[config.mk]
export PLATFORM = sky130hd
export DESIGN_NAME = modbus_rtu_request_framer_flat
export DESIGN_NICKNAME = d
export VERILOG_FILES = /design/src/design/mbrf_pkg.sv /design/src/design/mbrf_if.sv /design/src/design/mbrf_crc.sv /design/src/design/mbrf_seq.sv /design/src/design/mbrf_obuf.sv /design/src/design/modbus_rtu_request_framer.sv /design/src/flat_wrapper.sv
export SDC_FILE = /design/constraint.sdc
export NUM_CORES = 1
export LEC_CHECK = 0
export BUFFER_PORTS_ARGS = -buffer_cell sky130_fd_sc_hd__buf_4
export CORE_ASPECT_RATIO = 0.9
export CORE_MARGIN = 5
export CORE_UTILIZATION = 30
export DETAILED_ROUTE_END_ITERATION = 10
export PLACE_DENSITY = 0.53
export SYNTH_ARGS = -nofsm -noshare
export SYNTH_HDL_FRONTEND = slang
export SYNTH_SLANG_ARGS = --single-unit
export TNS_END_PERCENT = 30
[constraint.sdc]
create_clock -name clk -period 8.45 [get_ports clk]
set_input_delay 0.4225 -clock clk [delete_from_list [all_inputs] [get_ports clk]]
set_output_delay 0.4225 -clock clk [all_outputs]
set_load 0.02 [all_outputs]
[src/design/mbrf_pkg.sv]
// ----------------------------------------------------------------------------
// Modbus RTU request framer package
// Frame codes, CRC constants and the control types shared by the modules.
// ----------------------------------------------------------------------------
package mbrf_pkg;

	localparam logic [1:0] CMD_READ_HOLD    = 2'd0;
	localparam logic [1:0] CMD_WRITE_SINGLE = 2'd1;
	localparam logic [1:0] CMD_WRITE_MULTI  = 2'd2;
	localparam logic [1:0] CMD_RESERVED     = 2'd3;

	localparam logic [7:0] FC_READ_HOLD    = 8'h03;
	localparam logic [7:0] FC_WRITE_SINGLE = 8'h06;
	localparam logic [7:0] FC_WRITE_MULTI  = 8'h10;

	localparam logic [15:0] CRC_INIT = 16'hFFFF;
	localparam logic [15:0] CRC_POLY = 16'hA001;

	localparam logic [7:0] SLAVE_ADDR_RESET = 8'h01;

	// Header byte positions.
	localparam logic [2:0] HDR_SLAVE    = 3'd0;
	localparam logic [2:0] HDR_FUNC     = 3'd1;
	localparam logic [2:0] HDR_ADDR_HI  = 3'd2;
	localparam logic [2:0] HDR_ADDR_LO  = 3'd3;
	localparam logic [2:0] HDR_COUNT_HI = 3'd4;
	localparam logic [2:0] HDR_COUNT_LO = 3'd5;
	localparam logic [2:0] HDR_BYTE_CNT = 3'd6;

	typedef enum logic [2:0] {
		ST_IDLE,
		ST_HDR,
		ST_DATA,
		ST_CRC_LO,
		ST_CRC_HI
	} seq_state_t;

	typedef struct packed {
		logic       clear;
		logic       update;
		logic [7:0] data;
	} crc_ctrl_t;

	typedef struct packed {
		logic       valid;
		logic [7:0] data;
		logic       last;
	} emit_t;

endpackage

[src/design/mbrf_if.sv]
// ----------------------------------------------------------------------------
// Modbus RTU request framer channels
// Valid/ready interfaces for the request, frame byte and configuration paths.
// ----------------------------------------------------------------------------
interface mbrf_req_if;
	logic        valid;
	logic        ready;
	logic [1:0]  cmd;
	logic [15:0] start_addr;
	logic [6:0]  num_regs;
	logic [7:0]  data_byte;
	logic        end_of_data;

	modport source (output valid, cmd, start_addr, num_regs, data_byte, end_of_data,
		input ready);
	modport sink (input valid, cmd, start_addr, num_regs, data_byte, end_of_data,
		output ready);
endinterface

interface mbrf_frm_if;
	logic       valid;
	logic       ready;
	logic [7:0] out_byte;
	logic       frame_end;

	modport source (output valid, out_byte, frame_end, input ready);
	modport sink (input valid, out_byte, frame_end, output ready);
endinterface

interface mbrf_cfg_if;
	logic       valid;
	logic       ready;
	logic [7:0] slave_address;

	modport source (output valid, slave_address, input ready);
	modport sink (input valid, slave_address, output ready);
endinterface

[src/design/mbrf_crc.sv]
// ----------------------------------------------------------------------------
// CRC-16/MODBUS unit
// Running CRC register shared by all header and data bytes, one per update.
// ----------------------------------------------------------------------------
module mbrf_crc (
	input  logic               clk,
	input  logic               arst_n,
	input  mbrf_pkg::crc_ctrl_t ctrl,
	output logic [15:0]        crc
);
	import mbrf_pkg::*;

	logic [15:0] crc_q;
	logic [15:0] crc_next;

	// Reflected CRC over one byte: eight shift-and-conditional-xor steps.
	always_comb begin
		crc_next = crc_q ^ {8'h00, ctrl.data};
		for (int i = 0; i < 8; i++) begin
			if (crc_next[0]) begin
				crc_next = (crc_next >> 1) ^ CRC_POLY;
			end else begin
				crc_next = crc_next >> 1;
			end
		end
	end

	always_ff @(posedge clk or negedge arst_n) begin
		if (!arst_n) begin
			crc_q <= CRC_INIT;
		end else if (ctrl.clear) begin
			crc_q <= CRC_INIT;
		end else if (ctrl.update) begin
			crc_q <= crc_next;
		end
	end

	assign crc = crc_q;

endmodule

[src/design/mbrf_seq.sv]
// ----------------------------------------------------------------------------
// Frame sequencer
// Takes items; walks header, data and CRC bytes one per cycle unless stalled.
// ----------------------------------------------------------------------------
module mbrf_seq (
	input  logic                clk,
	input  logic                arst_n,
	mbrf_req_if.sink            req,
	mbrf_cfg_if.sink            cfg,
	input  logic [15:0]         crc,
	input  logic                emit_ok,
	output mbrf_pkg::emit_t     emit,
	output mbrf_pkg::crc_ctrl_t crc_ctrl
);
	import mbrf_pkg::*;

	seq_state_t  state_q, state_d;
	logic [2:0]  idx_q, idx_d;
	logic [1:0]  kind_q, kind_d;
	logic        open_q, open_d;
	logic [7:0]  slave_q;
	logic [15:0] addr_q;
	logic [6:0]  count_q;
	logic [7:0]  data_q;
	logic        last_q;
	logic        accept;
	logic [7:0]  hdr_byte;
	logic [7:0]  func_code;
	logic [2:0]  hdr_last_idx;

	assign accept    = req.valid && req.ready;
	assign req.ready = (state_q == ST_IDLE);
	assign cfg.ready = 1'b1;

	always_comb begin
		unique case (kind_q)
			CMD_READ_HOLD: begin
				func_code    = FC_READ_HOLD;
				hdr_last_idx = HDR_COUNT_LO;
			end
			CMD_WRITE_SINGLE: begin
				func_code    = FC_WRITE_SINGLE;
				hdr_last_idx = HDR_ADDR_LO;
			end
			default: begin
				func_code    = FC_WRITE_MULTI;
				hdr_last_idx = HDR_BYTE_CNT;
			end
		endcase
	end

	always_comb begin
		unique case (idx_q)
			HDR_SLAVE:    hdr_byte = slave_q;
			HDR_FUNC:     hdr_byte = func_code;
			HDR_ADDR_HI:  hdr_byte = addr_q[15:8];
			HDR_ADDR_LO:  hdr_byte = addr_q[7:0];
			HDR_COUNT_LO: hdr_byte = {1'b0, count_q};
			HDR_BYTE_CNT: hdr_byte = {count_q, 1'b0};
			default:      hdr_byte = 8'h00;
		endcase
	end

	always_comb begin
		state_d         = state_q;
		idx_d           = idx_q;
		kind_d          = kind_q;
		open_d          = open_q;
		emit            = '0;
		crc_ctrl.clear  = 1'b0;
		crc_ctrl.update = 1'b0;
		crc_ctrl.data   = 8'h00;
		unique case (state_q)
			ST_IDLE: begin
				if (accept) begin
					if (open_q) begin
						state_d = ST_DATA;
					end else if (req.cmd != CMD_RESERVED) begin
						state_d = ST_HDR;
						kind_d  = req.cmd;
						idx_d   = HDR_SLAVE;
					end
				end
			end
			ST_HDR: begin
				emit.valid      = 1'b1;
				emit.data       = hdr_byte;
				crc_ctrl.data   = hdr_byte;
				crc_ctrl.update = emit_ok;
				if (emit_ok) begin
					idx_d = idx_q + 3'd1;
					if (idx_q == hdr_last_idx) begin
						state_d = (kind_q == CMD_READ_HOLD) ? ST_CRC_LO : ST_DATA;
					end
				end
			end
			ST_DATA: begin
				emit.valid      = 1'b1;
				emit.data       = data_q;
				crc_ctrl.data   = data_q;
				crc_ctrl.update = emit_ok;
				if (emit_ok) begin
					open_d  = 1'b1;
					state_d = last_q ? ST_CRC_LO : ST_IDLE;
				end
			end
			ST_CRC_LO: begin
				emit.valid = 1'b1;
				emit.data  = crc[7:0];
				if (emit_ok) begin
					state_d = ST_CRC_HI;
				end
			end
			ST_CRC_HI: begin
				emit.valid     = 1'b1;
				emit.data      = crc[15:8];
				emit.last      = 1'b1;
				crc_ctrl.clear = emit_ok;
				if (emit_ok) begin
					open_d  = 1'b0;
					state_d = ST_IDLE;
				end
			end
			default: begin
				state_d = ST_IDLE;
			end
		endcase
	end

	always_ff @(posedge clk or negedge arst_n) begin
		if (!arst_n) begin
			state_q <= ST_IDLE;
			idx_q   <= HDR_SLAVE;
			kind_q  <= CMD_READ_HOLD;
			open_q  <= 1'b0;
			slave_q <= SLAVE_ADDR_RESET;
		end else begin
			state_q <= state_d;
			idx_q   <= idx_d;
			kind_q  <= kind_d;
			open_q  <= open_d;
			if (cfg.valid && cfg.ready) begin
				slave_q <= cfg.slave_address;
			end
		end
	end

	// No reset: data/last load on every transfer, addr/count only outside a frame.
	always_ff @(posedge clk) begin
		if (accept) begin
			data_q <= req.data_byte;
			last_q <= req.end_of_data;
			if (!open_q) begin
				addr_q  <= req.start_addr;
				count_q <= req.num_regs;
			end
		end
	end

endmodule

[src/design/mbrf_obuf.sv]
// ----------------------------------------------------------------------------
// Frame byte output register
// Holds one emitted byte until the downstream side takes it.
// ----------------------------------------------------------------------------
module mbrf_obuf (
	input  logic            clk,
	input  logic            arst_n,
	input  mbrf_pkg::emit_t emit,
	output logic            emit_ok,
	mbrf_frm_if.source      frm
);
	import mbrf_pkg::*;

	logic       valid_q;
	logic [7:0] byte_q;
	logic       end_q;

	assign emit_ok = !valid_q || frm.ready;

	always_ff @(posedge clk or negedge arst_n) begin
		if (!arst_n) begin
			valid_q <= 1'b0;
		end else if (emit_ok) begin
			valid_q <= emit.valid;
		end
	end

	always_ff @(posedge clk) begin
		if (emit_ok && emit.valid) begin
			byte_q <= emit.data;
			end_q  <= emit.last;
		end
	end

	assign frm.valid     = valid_q;
	assign frm.out_byte  = byte_q;
	assign frm.frame_end = end_q;

endmodule

[src/design/modbus_rtu_request_framer.sv]
// The first frame byte passes the sequencer state and the output register.
// An item is accepted, then its bytes are emitted by the sequencer and the
// shared CRC unit, one byte per cycle while the output is not stalled.
// The block is not ready while it emits, so a new item waits for those bytes.
// Reset clears the sequencer, the CRC to 0xFFFF and the slave address to 1.
// ----------------------------------------------------------------------------
// Modbus RTU request framer
// Builds request frames with header, data bytes and CRC-16/MODBUS trailer.
// ----------------------------------------------------------------------------
module modbus_rtu_request_framer (
	input  logic       clk,
	input  logic       arst_n,
	mbrf_req_if.sink   req,
	mbrf_cfg_if.sink   cfg,
	mbrf_frm_if.source frm
);
	import mbrf_pkg::*;

	emit_t       emit;
	crc_ctrl_t   crc_ctrl;
	logic        emit_ok;
	logic [15:0] crc;

	mbrf_seq u_seq (
		.clk      (clk),
		.arst_n   (arst_n),
		.req      (req),
		.cfg      (cfg),
		.crc      (crc),
		.emit_ok  (emit_ok),
		.emit     (emit),
		.crc_ctrl (crc_ctrl)
	);

	mbrf_crc u_crc (
		.clk    (clk),
		.arst_n (arst_n),
		.ctrl   (crc_ctrl),
		.crc    (crc)
	);

	mbrf_obuf u_obuf (
		.clk     (clk),
		.arst_n  (arst_n),
		.emit    (emit),
		.emit_ok (emit_ok),
		.frm     (frm)
	);

endmodule

[src/flat_wrapper.sv]
// flat-port wrapper written by rule: the top's interface ports become plain ports
module modbus_rtu_request_framer_flat import mbrf_pkg::*;
  (clk, arst_n, req_valid, req_cmd, req_start_addr, req_num_regs, req_data_byte, req_end_of_data, req_ready, cfg_valid, cfg_slave_address, cfg_ready, frm_valid, frm_out_byte, frm_frame_end, frm_ready);
  mbrf_req_if req_i ();
  mbrf_cfg_if cfg_i ();
  mbrf_frm_if frm_i ();
  input  logic clk;
  input  logic arst_n;
  input wire logic [$bits(req_i.valid)-1:0] req_valid;
  input wire logic [$bits(req_i.cmd)-1:0] req_cmd;
  input wire logic [$bits(req_i.start_addr)-1:0] req_start_addr;
  input wire logic [$bits(req_i.num_regs)-1:0] req_num_regs;
  input wire logic [$bits(req_i.data_byte)-1:0] req_data_byte;
  input wire logic [$bits(req_i.end_of_data)-1:0] req_end_of_data;
  output wire logic [$bits(req_i.ready)-1:0] req_ready;
  input wire logic [$bits(cfg_i.valid)-1:0] cfg_valid;
  input wire logic [$bits(cfg_i.slave_address)-1:0] cfg_slave_address;
  output wire logic [$bits(cfg_i.ready)-1:0] cfg_ready;
  output wire logic [$bits(frm_i.valid)-1:0] frm_valid;
  output wire logic [$bits(frm_i.out_byte)-1:0] frm_out_byte;
  output wire logic [$bits(frm_i.frame_end)-1:0] frm_frame_end;
  input wire logic [$bits(frm_i.ready)-1:0] frm_ready;
  assign req_i.valid = req_valid;
  assign req_i.cmd = req_cmd;
  assign req_i.start_addr = req_start_addr;
  assign req_i.num_regs = req_num_regs;
  assign req_i.data_byte = req_data_byte;
  assign req_i.end_of_data = req_end_of_data;
  assign req_ready = req_i.ready;
  assign cfg_i.valid = cfg_valid;
  assign cfg_i.slave_address = cfg_slave_address;
  assign cfg_ready = cfg_i.ready;
  assign frm_valid = frm_i.valid;
  assign frm_out_byte = frm_i.out_byte;
  assign frm_frame_end = frm_i.frame_end;
  assign frm_i.ready = frm_ready;
  modbus_rtu_request_framer u_core (.clk(clk), .arst_n(arst_n), .req(req_i), .cfg(cfg_i), .frm(frm_i));
endmodule
-- Word-level counts from Yosys, hierarchy flattened
Cells that the tools add are included.
- $add $sub $neg: 1
- equality and inequality tests: 21
- muxes and demuxes: 36
- bitwise logic cells: 10
- reduce and logical (&&, ||, !) cells: 15
- operator list (kind ; count):
    $mux 16 ; 10
    $pmux 8 s6 ; 1
    $mux 3 ; 12
    $pmux 9 s4 ; 1
    $not 2->3 ; 8
    $pmux 9 s2 ; 1
    $xor 16x8->16 ; 1
    $pmux 3 s5 ; 1
    $ne 2x2->1 const B ; 7
    $eq 3x2->1 const B ; 4
    $pmux 3 s2 ; 2
    $pmux 5 s2 ; 1
    $eq 3x3->1 const B ; 3
    $reduce_and 7->1 ; 1
    $eq 3x1->1 const B ; 2
    $logic_not 3->1 ; 2
    $reduce_bool 2->1 ; 3
    $mux 1 ; 5
    $reduce_and 5->1 ; 1
    $ne 2x1->1 const B ; 2
    $reduce_and 4->1 ; 1
    $add 3x1->3 const B ; 1
    $eq 3x3->1 ; 1
    $ne 3x1->1 const B ; 1
    10 further kinds ; 11
- register bits: 75
- input bits: 47
- output and inout port bits: 12

-- Logic depth before layout (Yosys ltp)
Gate-level depths: netlist of run 1.
- depth in word-level cells: 23
- depth in mapped cells: 12
- depth with buffers taken out: 10

-- Cells and area by module
From an unflattened synthesis of run 1, not the netlist that was laid out.
- cells, all modules: 307
- area total of the unflattened synthesis: 3677.3 um^2
- modules (own cells, without submodules) (module ; instances ; cells an instance ; area an instance (um^2) ; seq. area each (um^2)):
    mbrf_seq ; 1 ; 209 ; 2456.1 ; 1387.6
    mbrf_crc ; 1 ; 85 ; 897.1 ; 420.4
    mbrf_obuf ; 1 ; 13 ; 324.1 ; 295.3

-- Least setup slack after synthesis of run 1
Ideal clock, no wire load.
- path kind: flip-flop to flip-flop
- start point: reg u_core.u_seq.idx_q[1]
- end point: reg u_core.u_crc.crc_q[15] (netlist: u_core.u_crc.crc[15])
- data arrival time: 2.910 ns
- required time: 8.377 ns
- setup slack: 5.467 ns
- cell stages (with the launch flop): 11
- path buffers: 1
- cell sequence: dfrtp_1 -> ha_1 -> ha_1 -> buf_2 -> o41a_1 -> a22o_1 -> xor2_2 -> xnor3_1 -> xnor3_2 -> xnor2_1 -> a21oi_1
- longest elaborated chain between the ends: 15
- ends and longest elaborated chain (what ; line ; text):
    start: declaration ; mbrf_seq.sv:18 ; logic [2:0] idx_q, idx_d;
    start signal: assignment ; mbrf_seq.sv:139 ; idx_q <= idx_d;
    $eq 3x3->1 (tied with other cells) ; mbrf_seq.sv:53 ; unique case (idx_q)
    $pmux 8 s6 (*) ; mbrf_seq.sv:53 ;
    $pmux 9 s2 (*) ; mbrf_seq.sv:73 ; unique case (state_q)
    $xor 16x8->16 (*) ; mbrf_crc.sv:18 ; crc_next = crc_q ^ {8'h00, ctrl.data};
    $mux 16 (*) (6 in series) ; mbrf_crc.sv:20 ; if (crc_next[0]) begin
    $not 2->3 (no line) or $mux 16 (tied branches) ; n/a ;
    $mux 16 (*) (2 in series) ; mbrf_crc.sv:20 ;
    $mux 16 (*) ; mbrf_crc.sv:33 ; end else if (ctrl.update) begin
    $mux 16 (*) ; mbrf_crc.sv:31 ; end else if (ctrl.clear) begin
    end signal: assignment ; mbrf_crc.sv:34 ; crc_q <= crc_next;
    end: declaration ; mbrf_crc.sv:13 ; logic [15:0] crc_q;
Every way passes the cells marked *; elsewhere a longest branch is shown, timed or not. The select of a mux whose other input is x is not followed.
A chain may end at the register's enable or synchronous reset.

-- Worst setup path in the final report of run 1
- start point: reg u_core.u_seq.idx_q[2]
- end point: reg u_core.u_crc.crc_q[15] (netlist: u_core.u_crc.crc[15])
The elaborated chain is that of the path after synthesis.

==> metrics.cfg, run 1 <==
[yosys]
synth.area.top_cells = edfxtp_1 (34%), dfstp_2 (12%), dfrtp_1 (12%), nor2_1 (3.5%), mux2_2 (2.8%)
muxShareOfSynthArea_pct = 3.37
synth_top_area_share_pct = 34.2
synth_cell_type_count = 54
syn_inst = 292
netlist_area_sq_um = 3600
async_reset_ff_share_pct = 45.3
yosys.area_share.simple_pct = 10.5
ys_seq_elements = 75
synth_top_family_by_area = compound AO/OA/AOI/OAI gates
syn_nets = 344
synth_fa_ha_area_share_pct = 1.74
synth-edff-count = 41
yosysTopAreaCell = edfxtp_1
synth-compound-area-share_pct = 15.2
avgSynthCellArea_sq_um = 12.3
ys.flop_type = edfxtp_1
synth-warning-count = 0
ys_seq_area_share_pct = 58.4
synth_xor_area_share_pct = 7.75

[finish]
synthToLayoutAreaGrowth_pct = 24.4
nets = 395
diodes = 0
layout-drive-gt1-share_pct = 31.0
stdcell_area_sq_um = 4480

[floorplan]
start_util_pct = 30.3
die_area_sq_um = 14300
io_pins = 59
core-area_sq_um = 11900
die_h_um = 114
die_w_um = 125
num_rows = 38

[worst_setup_path]
r2r-start = u_core.u_seq.idx_q[2]$_DFFE_PN0P_
cp_data_required_time_ns = 8.68
crit_buf_inv = 1
critPathLaunchType = flop
reg2reg_slack_ns = 4.81
crit_top_cell = xnor2_1
critPathMaxStageDelay_ns = 0.72
arrival_ns = 3.87
crit_path_cell_trace = inv_1 > ha_1 > o41ai_2 > a22o_1 > xnor2_1 > xnor3_1 > xnor3_2 > xnor2_1 > a21oi_1
endpoint_kind = flop
reg2reg_to = u_core.u_crc.crc[15]$_DFFE_PN1P_
worst-setup-path-type = reg2reg
cp_top_family = compound AO/OA/AOI/OAI gates
cpMaxStageDelayCell = o41ai_2
cp_max_fo = 18
reg2regPathDepth = 9

[worst_hold_path]
holdCritPathClass = in2async

[global_route]
antenna_found_initial = 0
grtUsageMet3_pct = 3.37
grt_max_degree = 35
use_met2_pct = 19.3
grt_usage_pct = 12.6
overflow = 0
grt_busiest_layer = met2
grt_first_pass_wirelength_um = 13800
grt_use_met1_pct = 17.1
grt_pass1_vias = 2513

[placed_design]
routabilityCongestion = 0.856
dp_hpwl_um = 6250
numPortBuffers = 57
place_area_sq_um = 4150

[timing]
period_minus_slack_ns = 3.64
slew_violations = 0
hold_viol = 0
clock.fmax_mhz = 275
finalSetupViolCount = 0
rsz0062_at_grt = false
worst_slew_pin_slew_ns = 0.900
final.setup.tns_ns = 0
clock_skew_ns = 0.00860
finalCritPeriodShare_pct = 43.1
maxSlewHeadroom_pct = 39.9
whs_ns = 0.0321

[drt]
drtAntennaViolNets = 0
firstDrtPassIters = 4
vias_per_cell = 4.79
vias = 2433
drc_errors = 0
wire_per_inst_um = 17.0
routed_wl_um = 8640
drt-initial-drc-count = 185

[power_and_ir_drop]
power_density_nw_per_um2 = 455
p_leak_uw = 0.00175
ir_drop_mv = 0.243

[clock_network]
cts-hold-fix-buffers = 0
cts_setup_buffers = 0
clockBufferDepth = 2
cts_resized = 0
cts.htree.levels = 3
cts_made_buffers = 9
cts.sinks = 75
cts_tree = yes
cts_root_buf = clkbuf_16
clk_pin_slew_ns = 0.06
worstSkewPairLatency_ns = 0.34

[status]
outcome = finished, final reports clean

[job]
drv.max_cap_violation_count = 0

[cell usage in the layout, fill, tap and decap left out, drive strengths merged, types with 5 or more instances in the layout]
cell    Yosys  final
a221o       6      6
dfrtp      17     17
inv         6      7
a22o        5      5
clkbuf      9     10
a21oi      14     14
nand2      23     23
xor2       10     10
buf         9     58
ha          5      5
dfstp      17     17
mux2        9      9
xnor2      11     11
a22oi      12     12
o21ai      13     13
nor2       34     34
edfxtp     41     41
[state kept, by name (all words and copies together), names as in the netlist]
name                         count
u_core.u_crc.crc                16
u_core.u_seq.addr_q             16
u_core.u_obuf.frm.out_byte       8
u_core.u_seq.data_q              8
u_core.u_seq.slave_q             8
u_core.u_seq.count_q             7
u_core.u_seq.idx_q               3
u_core.u_seq.state_q             3
u_core.u_seq.kind_q              2
u_core.u_obuf.frm.frame_end      1
u_core.u_obuf.frm.valid          1
u_core.u_seq.last_q              1
u_core.u_seq.open_q              1
[through the flow]
stage / setup WS [ns] / util [%] / power [uW] / std cells
2_1_floorplan: 5.47 / - / 1400 / 292
3_3_place_gp: 5.05 / 34.9 / 1620 / 492
3_5_place_dp: 4.87 / 34.9 / 1630 / 492
4_1_cts: 4.86 / 37.7 / 2060 / 508
5_1_grt: 4.59 / 37.7 / 2170 / 508
6_report: 4.81 / 37.7 / 2040 / 508
[synth_stat cells, types with 3 or more instances]
| cell type | instances |
|---|---|
| a222oi_1 | 3 |
| a22o_1 | 5 |
| a21oi_1 | 14 |
| xnor2_1 | 11 |
| dfstp_2 | 17 |
| edfxtp_1 | 41 |
| buf_2 | 5 |
| nor3_1 | 4 |
| inv_1 | 6 |
| o211ai_1 | 3 |
| ha_1 | 5 |
| a221oi_1 | 4 |
| nor2_1 | 34 |
| dfrtp_1 | 17 |
| o21ai_0 | 13 |
| xor2_1 | 8 |
| mux2_2 | 9 |
| a221o_1 | 6 |
| clkbuf_1 | 9 |
| a32oi_1 | 3 |
| nand2_1 | 22 |
| a22oi_1 | 11 |
[worst reg2reg max path, cell delays in order (launching register included)]
cell and delay, ns:
dfrtp_1 0.71, inv_1 0.22, ha_1 0.39, o41ai_2 0.72, a22o_1 0.30, xnor2_1 0.22
xnor3_1 0.27, xnor3_2 0.43, xnor2_1 0.19, a21oi_1 0.09
[where the power goes]
part           total (uW)  switching (uW)  internal [uW]
Sequential            643             106            537
Combinational         980             506            474
Clock                 415             148            266
Total                2040             760           1280
[how the worst max path moves through the flow]
| stage | startpoint | slack, ns | endpoint | cells after the start |
|---|---|---|---|---|
| 2_1_floorplan | u_core.u_seq.idx_q[1]$_DFFE_PN0P_ | 5.47 | u_core.u_crc.crc[15]$_DFFE_PN1P_ | 10 |
| 3_3_place_gp | u_core.u_seq.idx_q[2]$_DFFE_PN0P_ | 5.05 | u_core.u_crc.crc[15]$_DFFE_PN1P_ | 9 |
| 3_5_place_dp | u_core.u_seq.idx_q[2]$_DFFE_PN0P_ | 4.87 | u_core.u_crc.crc[15]$_DFFE_PN1P_ | 9 |
| 4_1_cts | u_core.u_seq.idx_q[2]$_DFFE_PN0P_ | 4.86 | u_core.u_crc.crc[15]$_DFFE_PN1P_ | 9 |
| 5_1_grt | u_core.u_seq.idx_q[2]$_DFFE_PN0P_ | 4.59 | u_core.u_crc.crc[15]$_DFFE_PN1P_ | 9 |
| 6_report | u_core.u_seq.idx_q[2]$_DFFE_PN0P_ | 4.81 | u_core.u_crc.crc[15]$_DFFE_PN1P_ | 9 |
[cell families (layout without fill, tap and decap cells)]
logic type,after synthesis,in the layout
simple gates,79,79
flops,75,75
compound gates,73,73
xor+xnor,24,24
buf+inv,24,80
mux,11,11
fa+ha+maj,5,5
other cells,1,1
[area by class of cell]
cell class	instances	area [sq um]
fillers	1189	7410
repair buffers	58	435
clock buffers	10	239
inverters	6	22.5
clock inverters	6	86.3
well taps	160	200
flip-flops and latches	75	2100
multi-input cells	193	1390
[layer usage]
metal	vias to the layer above	wire length, um
met2	68	4060
met5	-	0
met4	0	112
li1	1181	-
met1	1177	3990
met3	7	482
No activity file was read; power rests on OpenSTA's default activity.
==> run 2, diff against run 1 <==
PLACE_DENSITY = 0.55   (was 0.53)
clock period = 3.12 ns   (was 8.45 ns; I/O delays follow)
==> metrics.cfg, run 2 (same netlist as run 1, synthesis figures left out) <==
[power_and_ir_drop]
pwr-share-comb_pct = 50.9  ; +2.8 points
ir_drop_mv = 0.696  ; +190%
swShare_pct = 35.6  ; -1.7 points
netSwitchingPower_uw = 2130  ; +180%
power_density_nw_per_um2 = 1180  ; +160%
power_uw = 6000  ; +190%
internal_power_uw = 3860  ; +200%
p_leak_uw = 0.00203  ; +16%
pwr-share-clk_pct = 21.0  ; +0.6 points
power_frac_seq_pct = 28.1  ; -3.5 points

[timing]
rsz0062_at_grt = false
clock.fmax_mhz = 342  ; +25%
clock_skew_ns = 0.00916  ; +0.000565 ns
worst_slew_pin_slew_ns = 0.553  ; -0.347 ns
finalCritPeriodShare_pct = 93.6  ; +51 points
hold_viol = 0  ; unchanged
finalSetupViolCount = 0  ; unchanged
period_minus_slack_ns = 2.92  ; -0.717 ns
slew_violations = 0  ; unchanged
maxSlewHeadroom_pct = 62.7  ; +23 points
final.setup.tns_ns = 0  ; unchanged

[placed_design]
place_area_sq_um = 4310  ; +3.8%
dp_hpwl_um = 6560  ; +4.9%
numPortBuffers = 57  ; unchanged
routabilityCongestion = 0.841  ; -1.8%

[finish]
synthToLayoutAreaGrowth_pct = 41.1
stdcell_area_sq_um = 5080  ; +13%
diodes = 0  ; unchanged
multi_input_area_sq_um = 1440  ; +3.1%
layout-drive-gt1-share_pct = 34.7  ; +3.6 points
nets = 451  ; +14%
nFillCells = 1114  ; -6.3%
regArea_sq_um = 2100  ; about the same
final_cell_mix = buf_4 (80), edfxtp_1 (41), nor2_1 (34)
layout_commonest_cell = buf_4

[clock_network]
cts.htree.levels = 3  ; unchanged
cts_root_buf = clkbuf_16
cts.sinks = 75  ; unchanged
cts_made_buffers = 9  ; unchanged
cts_tree = yes
clockBufferDepth = 2  ; unchanged
worstSkewPairLatency_ns = 0.34  ; about the same
clk_pin_slew_ns = 0.06  ; about the same

[worst_setup_path]
cp_max_fo = 6  ; -12
reg2regPathDepth = 11  ; +2
arrival_ns = 3.19  ; -0.68 ns
cp_data_required_time_ns = 3.39  ; -5.29 ns
r2r-start = u_core.u_seq.idx_q[0]$_DFFE_PN0P_
critical_path.startpoint = u_core.u_seq.idx_q[0]$_DFFE_PN0P_
crit_end = u_core.u_crc.crc[15]$_DFFE_PN1P_
critPathLaunchType = flop
reg2reg_slack_ns = 0.20  ; -4.61 ns
worst-setup-path-type = reg2reg
endpoint_kind = flop
reg2reg_to = u_core.u_crc.crc[15]$_DFFE_PN1P_

[global_route]
antenna_found_initial = 0  ; unchanged
grt_pass1_vias = 2692  ; +7.1%
grt_usage_pct = 13.4  ; +0.81 points
grt_max_degree = 35  ; unchanged
overflow = 0  ; unchanged
grt_first_pass_wirelength_um = 14900  ; +7.7%

[floorplan]
die_area_sq_um = 14300  ; unchanged
die_h_um = 114  ; unchanged
start_util_pct = 30.3  ; unchanged
core-area_sq_um = 11900  ; unchanged
num_rows = 38  ; unchanged
io_pins = 59  ; unchanged
die_w_um = 125  ; unchanged

[drt]
drc_errors = 0  ; unchanged
routed_wl_um = 9240  ; +6.9%
vias = 2696  ; +11%
drt-initial-drc-count = 142  ; -23%
drtAntennaViolNets = 0  ; unchanged
firstDrtPassIters = 4  ; unchanged
wire_per_inst_um = 16.4  ; -3.7%
vias_per_cell = 4.78  ; -0.19%

[job]
drv.max_cap_violation_count = 0  ; unchanged

[worst_hold_path]
holdCritPathClass = in2reg

[status]
outcome = finished, final reports clean

-- run 2: cell type report --
| class | count | area share, % |
|---|---|---|
| repair buffers | 114 | 18.7 |
| flip-flops and latches | 75 | 41.4 |
| clock inverters | 7 | 2.76 |
| clock buffers | 9 | 4.43 |
| multi-input cells | 193 | 28.3 |
| inverters | 6 | 0.443 |
| well taps | 160 | 3.94 |
-- run 2: power by group through the flow --
stage | clock [uW] | sequential [uW] | combinational [uW]
final | 1260 | 1690 | 3060
after CTS | 1290 | 1680 | 2960
after global routing | 1330 | 1720 | 3370
after floorplan | 0 | 1700 | 2090
after global placement | 0 | 1690 | 2880
after detailed placement | 0 | 1690 | 2920
-- run 2: worst min-delay path by stage --
stage                              start  cells past startpoint                             endpoint
floorplan                         arst_n                      0  u_core.u_obuf.frm.valid$_DFFE_PN0N_
global placement                  arst_n                      1    u_core.u_seq.idx_q[2]$_DFFE_PN0P_
detailed placement                arst_n                      1   u_core.u_seq.kind_q[1]$_DFFE_PN0P_
CTS                 cfg_slave_address[2]                      2  u_core.u_seq.slave_q[2]$_DFFE_PN0P_
global route        cfg_slave_address[0]                      2  u_core.u_seq.slave_q[0]$_DFFE_PN1P_
finish              cfg_slave_address[2]                      2  u_core.u_seq.slave_q[2]$_DFFE_PN0P_
-- run 2: worst max-delay path, cell delays in order (launching register included) --
cell	delay, ns
dfrtp_1	0.39
inv_1	0.13
ha_1	0.29
nor2b_4	0.17
buf_12	0.13
a222oi_1	0.39
a22oi_2	0.15
xor2_2	0.20
xnor2_2	0.21
xnor3_2	0.49
xnor2_1	0.15
a21oi_1	0.15
-- run 2: timing repair --
action | in CTS | in global routing
endpoints found under the hold margin | 49 | 0
hold buffers | 33 | 0
buffers inserted | 0 | 2
gates resized for setup | 0 | 9
setup endpoints to repair | 0 | 3
-- run 2: per-stage QoR --
step / setup slack [ns] / hold WS, ns / std cells / util (%)
2_1_floorplan: 0.137 / -0.140 / 292 / -
3_3_place_gp: 0.141 / 0.136 / 513 / 36.3
3_5_place_dp: 0.0525 / 0.146 / 513 / 36.3
4_1_cts: 0.0390 / 0.0320 / 562 / 42.1
5_1_grt: 0.00342 / 0.0404 / 564 / 42.7
6_report: 0.198 / 0.0435 / 564 / 42.7
-- run 2: metal layers --
layer	GRT usage (%)	wire length [um]	up-vias
met5	0	0	-
li1	-	-	1290
met2	19.7	4190	71
met3	4.31	435	10
met4	4.91	172	0
met1	18.5	4450	1325
